$ cat config.mk
export PLATFORM = sky130hd
export DESIGN_NAME = bbf_ctrl
export DESIGN_NICKNAME = d
export VERILOG_FILES = /design/src/sv/bbf_pkg.sv /design/src/sv/bbf_ctrl.sv
export SDC_FILE = /design/constraint.sdc
export NUM_CORES = 1
export LEC_CHECK = 0
export BUFFER_PORTS_ARGS = -buffer_cell sky130_fd_sc_hd__buf_2
export CORE_AREA = 5 5 42 44
export DETAILED_ROUTE_END_ITERATION = 10
export DIE_AREA = 0 0 47 49
export PLACE_DENSITY = 0.55
export SLEW_MARGIN = 20
export SYNTH_ARGS = -nofsm -noshare
export SYNTH_HDL_FRONTEND = slang
export SYNTH_SLANG_ARGS = --single-unit
$ cat constraint.sdc
create_clock -name i_clk -period 1.05 [get_ports i_clk]
set_input_delay 0.0525 -clock i_clk [delete_from_list [all_inputs] [get_ports i_clk]]
set_output_delay 0.0525 -clock i_clk [all_outputs]
set_load 0.05 [all_outputs]
$ cat src/sv/bbf_pkg.sv
`timescale 1ns / 1ps
// Shared types and constants for the bounded byte stream FIFO.
package bbf_pkg;

    localparam int CW = 13;                      // count, capacity and pop width
    localparam logic [CW-1:0] CAP_RESET = 13'd4096;

    typedef enum logic [1:0] {
        FN_PUSH  = 2'd0,
        FN_POP   = 2'd1,
        FN_CLOSE = 2'd2,
        FN_QUERY = 2'd3
    } t_func;

    typedef enum logic [1:0] {
        ST_DONE   = 2'd0,
        ST_FULL   = 2'd1,
        ST_CLOSED = 2'd2,
        ST_EMPTY  = 2'd3
    } t_status;

    typedef struct packed {
        t_func           func;
        logic [7:0]      push_byte;
        logic [CW-1:0]   pop_count;
    } t_req;

    typedef struct packed {
        t_status         status;
        logic [7:0]      head_byte;
        logic            head_valid;
        logic [CW-1:0]   fill_level;
        logic [CW-1:0]   free_space;
        logic [63:0]     total_pushed;
        logic [63:0]     total_popped;
        logic            stream_closed;
        logic            stream_done;
    } t_rsp;

    // Controller to datapath commands
    typedef struct packed {
        logic take;     // latch the accepted request
        logic exec;     // apply the operation to queue state
        logic rd;       // read the head entry of the store
        logic load;     // fill the result register
    } t_cmd;

endpackage

$ cat src/sv/bbf_ctrl.sv
`timescale 1ns / 1ps
// Sequencing state machine and result-valid flag of the byte FIFO.
module bbf_ctrl import bbf_pkg::*; (
    input  logic i_clk,
    input  logic i_rst_n,
    input  logic i_req_valid,
    input  logic i_rsp_ready,
    output logic o_req_ready,
    output logic o_rsp_valid,
    output t_cmd o_cmd
);

    typedef enum logic [3:0] {
        S_IDLE = 4'b0001,
        S_EXEC = 4'b0010,
        S_READ = 4'b0100,
        S_WAIT = 4'b1000
    } t_state;

    t_state r_state, n_state;
    logic   r_rsp_valid, n_rsp_valid;
    logic   slot_free;

    // Hold the input closed while reset is applied
    assign o_req_ready = i_rst_n && (r_state == S_IDLE);
    assign o_rsp_valid = r_rsp_valid;
    assign slot_free   = !r_rsp_valid || i_rsp_ready;

    always_comb begin
        n_state     = r_state;
        n_rsp_valid = r_rsp_valid && !i_rsp_ready;
        o_cmd       = '0;
        case (r_state)
            S_IDLE: begin
                if (i_req_valid) begin
                    o_cmd.take = 1'b1;
                    n_state    = S_EXEC;
                end
            end
            S_EXEC: begin
                o_cmd.exec = 1'b1;
                n_state    = S_READ;
            end
            S_READ: begin
                o_cmd.rd = 1'b1;
                n_state  = S_WAIT;
            end
            S_WAIT: begin
                if (slot_free) begin
                    o_cmd.load  = 1'b1;
                    n_rsp_valid = 1'b1;
                    n_state     = S_IDLE;
                end
            end
            default: n_state = S_IDLE;
        endcase
    end

    always_ff @(posedge i_clk) begin
        if (!i_rst_n) begin
            r_state     <= S_IDLE;
            r_rsp_valid <= 1'b0;
        end else begin
            r_state     <= n_state;
            r_rsp_valid <= n_rsp_valid;
        end
    end

endmodule

==> impl_results.rst <==
.. list-table::
   :header-rows: 1

   * - Metric
     - Value
   * - Top-level I/O count
     - 10
   * - Post-place instance area
     - 397 sq um
   * - Initial detailed-routing violation count
     - 6
   * - CTS clk-pin slew, worst paths
     - 50 ps
   * - Combined flip-flop and latch cell area
     - 111 sq um
   * - Slew at the pin with the worst max-slew slack
     - 328 ps
   * - Detailed-route DRC error count
     - 0
   * - Post-Route Hold Slack
     - 50.2 ps
   * - Remaining Overflow, GRT
     - 0
   * - Nets in the synthesized netlist
     - 32
   * - Number of cells on the critical path
     - 3
   * - Area share of the largest cell type after synthesis
     - 34.2%
   * - Count of vias placed by the detailed router
     - 278
   * - Starting utilization of the core area
     - 20.9%
   * - Synthesized area per cell
     - 10.5 sq um
   * - Leading area contributor after synthesis
     - sky130_fd_sc_hd__dfxtp_1
   * - Fraction of final layout cells with drive strength greater than 1
     - 80.4%
   * - Cell area after technology mapping
     - 293 sq um
   * - Width of the chip
     - 47 um
   * - Maximum operating frequency
     - 755 MHz
   * - Critical Path Sink Type
     - primary output
   * - Standard cell core area
     - 0.00140 sq mm
   * - Pre-CTS setup slack
     - -219 ps
   * - Worst hold stages
     - 2
   * - Max IR drop VDD
     - 690 uV
   * - Met1 routing resource usage after global routing
     - 8.19%
   * - Post-synthesis cell count
     - 28
   * - CP required
     - 1000 ps
   * - Final Hold Fails
     - 0
   * - Crit path time final
     - 1320 ps
   * - Final worst-path cycle share
     - 126%
   * - Total of warnings raised by yosys
     - 0
   * - Number of flip-flops and latches in the synthesized netlist
     - 5
   * - # hold bufs at CTS
     - 0
   * - Total clock buffers created by CTS
     - 3
   * - Leakage power
     - 0.000235 uW
   * - Diodes inserted
     - 0
   * - Met3 usage in global routing
     - 5.90%
   * - Status
     - complete, but fails checks
   * - Pin count of the biggest net entering global routing
     - 8
   * - Headroom to the max-slew limit
     - 78.0%
   * - Post-synthesis to final-layout area growth
     - 88.5%
   * - Pwr/cell area
     - 1210 mW/mm^2
   * - Number of routed nets with antenna violations
     - 0
   * - Endpoint arrival time on the critical path
     - 1270 ps
   * - Standard cell with the maximum stage delay on the critical path
     - sky130_fd_sc_hd__dfxtp_4
   * - Setup repair after global routing missed its margin
     - true
   * - Average routed wire per standard cell
     - 12.2 um
   * - Family of cells with the greatest summed delay on the critical path
     - simple AND/OR/NAND/NOR gates
   * - Most common cell after layout, fill and taps aside
     - sky130_fd_sc_hd__buf_4
   * - Most heavily used metal layer in global routing
     - met2
   * - CP max stage delay
     - 360 ps
   * - Overall routed net length
     - 756 um
   * - Final weighted congestion in routability-driven placement
     - 0.715
   * - Max capacitance violation total
     - 0
   * - H-Tree Level Count
     - 1
   * - Clk Latency, worst-skew pair
     - 240 ps
   * - Overall die area
     - 0.00230 sq mm
   * - Post-Route Skew
     - 1.80 ps
   * - Final total power
     - 666 uW
   * - Total of fill cells in the finished design
     - 146
   * - Number of buffers and inverters on the critical path
     - 1
   * - Detail Placement HPWL
     - 507 um
   * - Count of non-filler cells in the finished layout
     - 62
   * - Number of clock sinks seen by CTS
     - 5
   * - Global-route wire length before repair
     - 1260 um
   * - Final setup violation count
     - 8
   * - Root buffer cell
     - sky130_fd_sc_hd__clkbuf_4
   * - Final worst-path setup slack
     - -274 ps
   * - Number of detailed-route iterations in the first pass
     - 2
   * - Violations in the final reports
     - negative setup slack
   * - Net count, final
     - 51
   * - Crit-path max FO
     - 5
   * - Worst-case reg-to-reg path depth
     - 4
   * - Via count of the first global-routing pass
     - 279
   * - Clock tree from TritonCTS
     - built
   * - Cell chain of the critical path
     - nor4b_4, and2_4, buf_8
   * - GR Layer Usage met2
     - 12.7%
   * - Placed Cells
     - 57
   * - Antenna violations before repair
     - 0
   * - Register area share after synthesis
     - 34.2%
   * - Netlist cell types
     - 17
   * - Tightest Hold Check Type
     - primary input to register
   * - Multi-input gate area in the final layout
     - 246 sq um
   * - Total track usage
     - 7.90%
   * - Clock Tree Buf Depth
     - 2
   * - Via density
     - 4.48
   * - Number of standard-cell rows in the floorplan
     - 14
   * - Port Buffers
     - 9
   * - Commonest cells after routing, fill and taps aside
     - sky130_fd_sc_hd__buf_4 (7), sky130_fd_sc_hd__buf_2 (4), sky130_fd_sc_hd__buf_6 (4)
   * - Total count of max-transition violations in the final report
     - 0
   * - Area contributors post-synth
     - sky130_fd_sc_hd__dfxtp_1 (34%), sky130_fd_sc_hd__nor4b_2 (10%), sky130_fd_sc_hd__nor4b_4 (8.1%)
   * - Worst Setup Start Kind
     - register
   * - Die Y
     - 49 um
   * - Kind of critical path
     - register to primary output
   * - Final Instance Area
     - 552 sq um
==> Yosys cell counts <==
cell type                  number
sky130_fd_sc_hd__nor4b_4        1
sky130_fd_sc_hd__o311ai_1       1
sky130_fd_sc_hd__and3_1         2
sky130_fd_sc_hd__nor2b_1        2
sky130_fd_sc_hd__nor4_1         1
sky130_fd_sc_hd__and2_1         3
sky130_fd_sc_hd__nor4b_2        2
sky130_fd_sc_hd__nor2_1         1
sky130_fd_sc_hd__nand3b_1       1
sky130_fd_sc_hd__nand2b_1       1
sky130_fd_sc_hd__dfxtp_1        5
sky130_fd_sc_hd__mux2i_1        1
sky130_fd_sc_hd__o21a_1         1
sky130_fd_sc_hd__nor4b_1        1
sky130_fd_sc_hd__nor3_1         1
sky130_fd_sc_hd__buf_4          3
sky130_fd_sc_hd__xnor2_1        1
==> final cells by class <==
class	count	share of cell area, %
repair buffers	17	26.8
flip-flops and latches	5	20.2
well taps	16	3.63
multi-input cells	20	44.7
clock buffers	4	4.76
==> what timing repair did <==
item,in CTS,in global routing
setup buffers,2,1
cloned,0,0
gates resized for setup,24,5
pin swaps,4,4
endpoints found under the setup margin,8,8
==> metrics by stage <==
step,TNS [ps],utilization (%)
floorplan,-1010,-
global route,-1990,39.4
finish,-1520,39.4
detailed placement,-945,28.3
CTS,-1410,37.0
global placement,-835,28.3
==> final timing paths <==
check,startpoint,end,slack (ps)
hold reg to reg,r_state[1],r_state[3],690
setup / recovery,r_state[3],o_req_ready,-270
hold / removal,i_rst_n,r_state[0],50
setup reg to reg,r_state[0],r_state[0],-140
==> report_power, final <==
| part | switching [uW] | internal [uW] |
|---|---|---|
| clock network | 82.0 | 144 |
| registers | 21.8 | 200 |
| logic | 103 | 115 |
| total | 207 | 459 |
==> cell families after synthesis <==
logic type      count (synthesis)  share of synthesized area [%]
xor+xnor                        1                           2.99
mux                             1                           3.42
flops                           5                           34.2
compound gates                  2                           5.56
simple gates                   16                           46.2
buf+inv                         3                           7.69
==> state kept, by name, summed over array words and instances (netlist names) <==
signal	cells
o_rsp_valid	1
r_state	4
==> layer usage <==
layer	up-vias	wire length, um	share of wire, %
li1	136	-	-
met1	133	309	41
met2	9	392	52
met3	0	54	7.1
met4	0	0	0
met5	-	0	0
(Power assumes the default switching activity.)
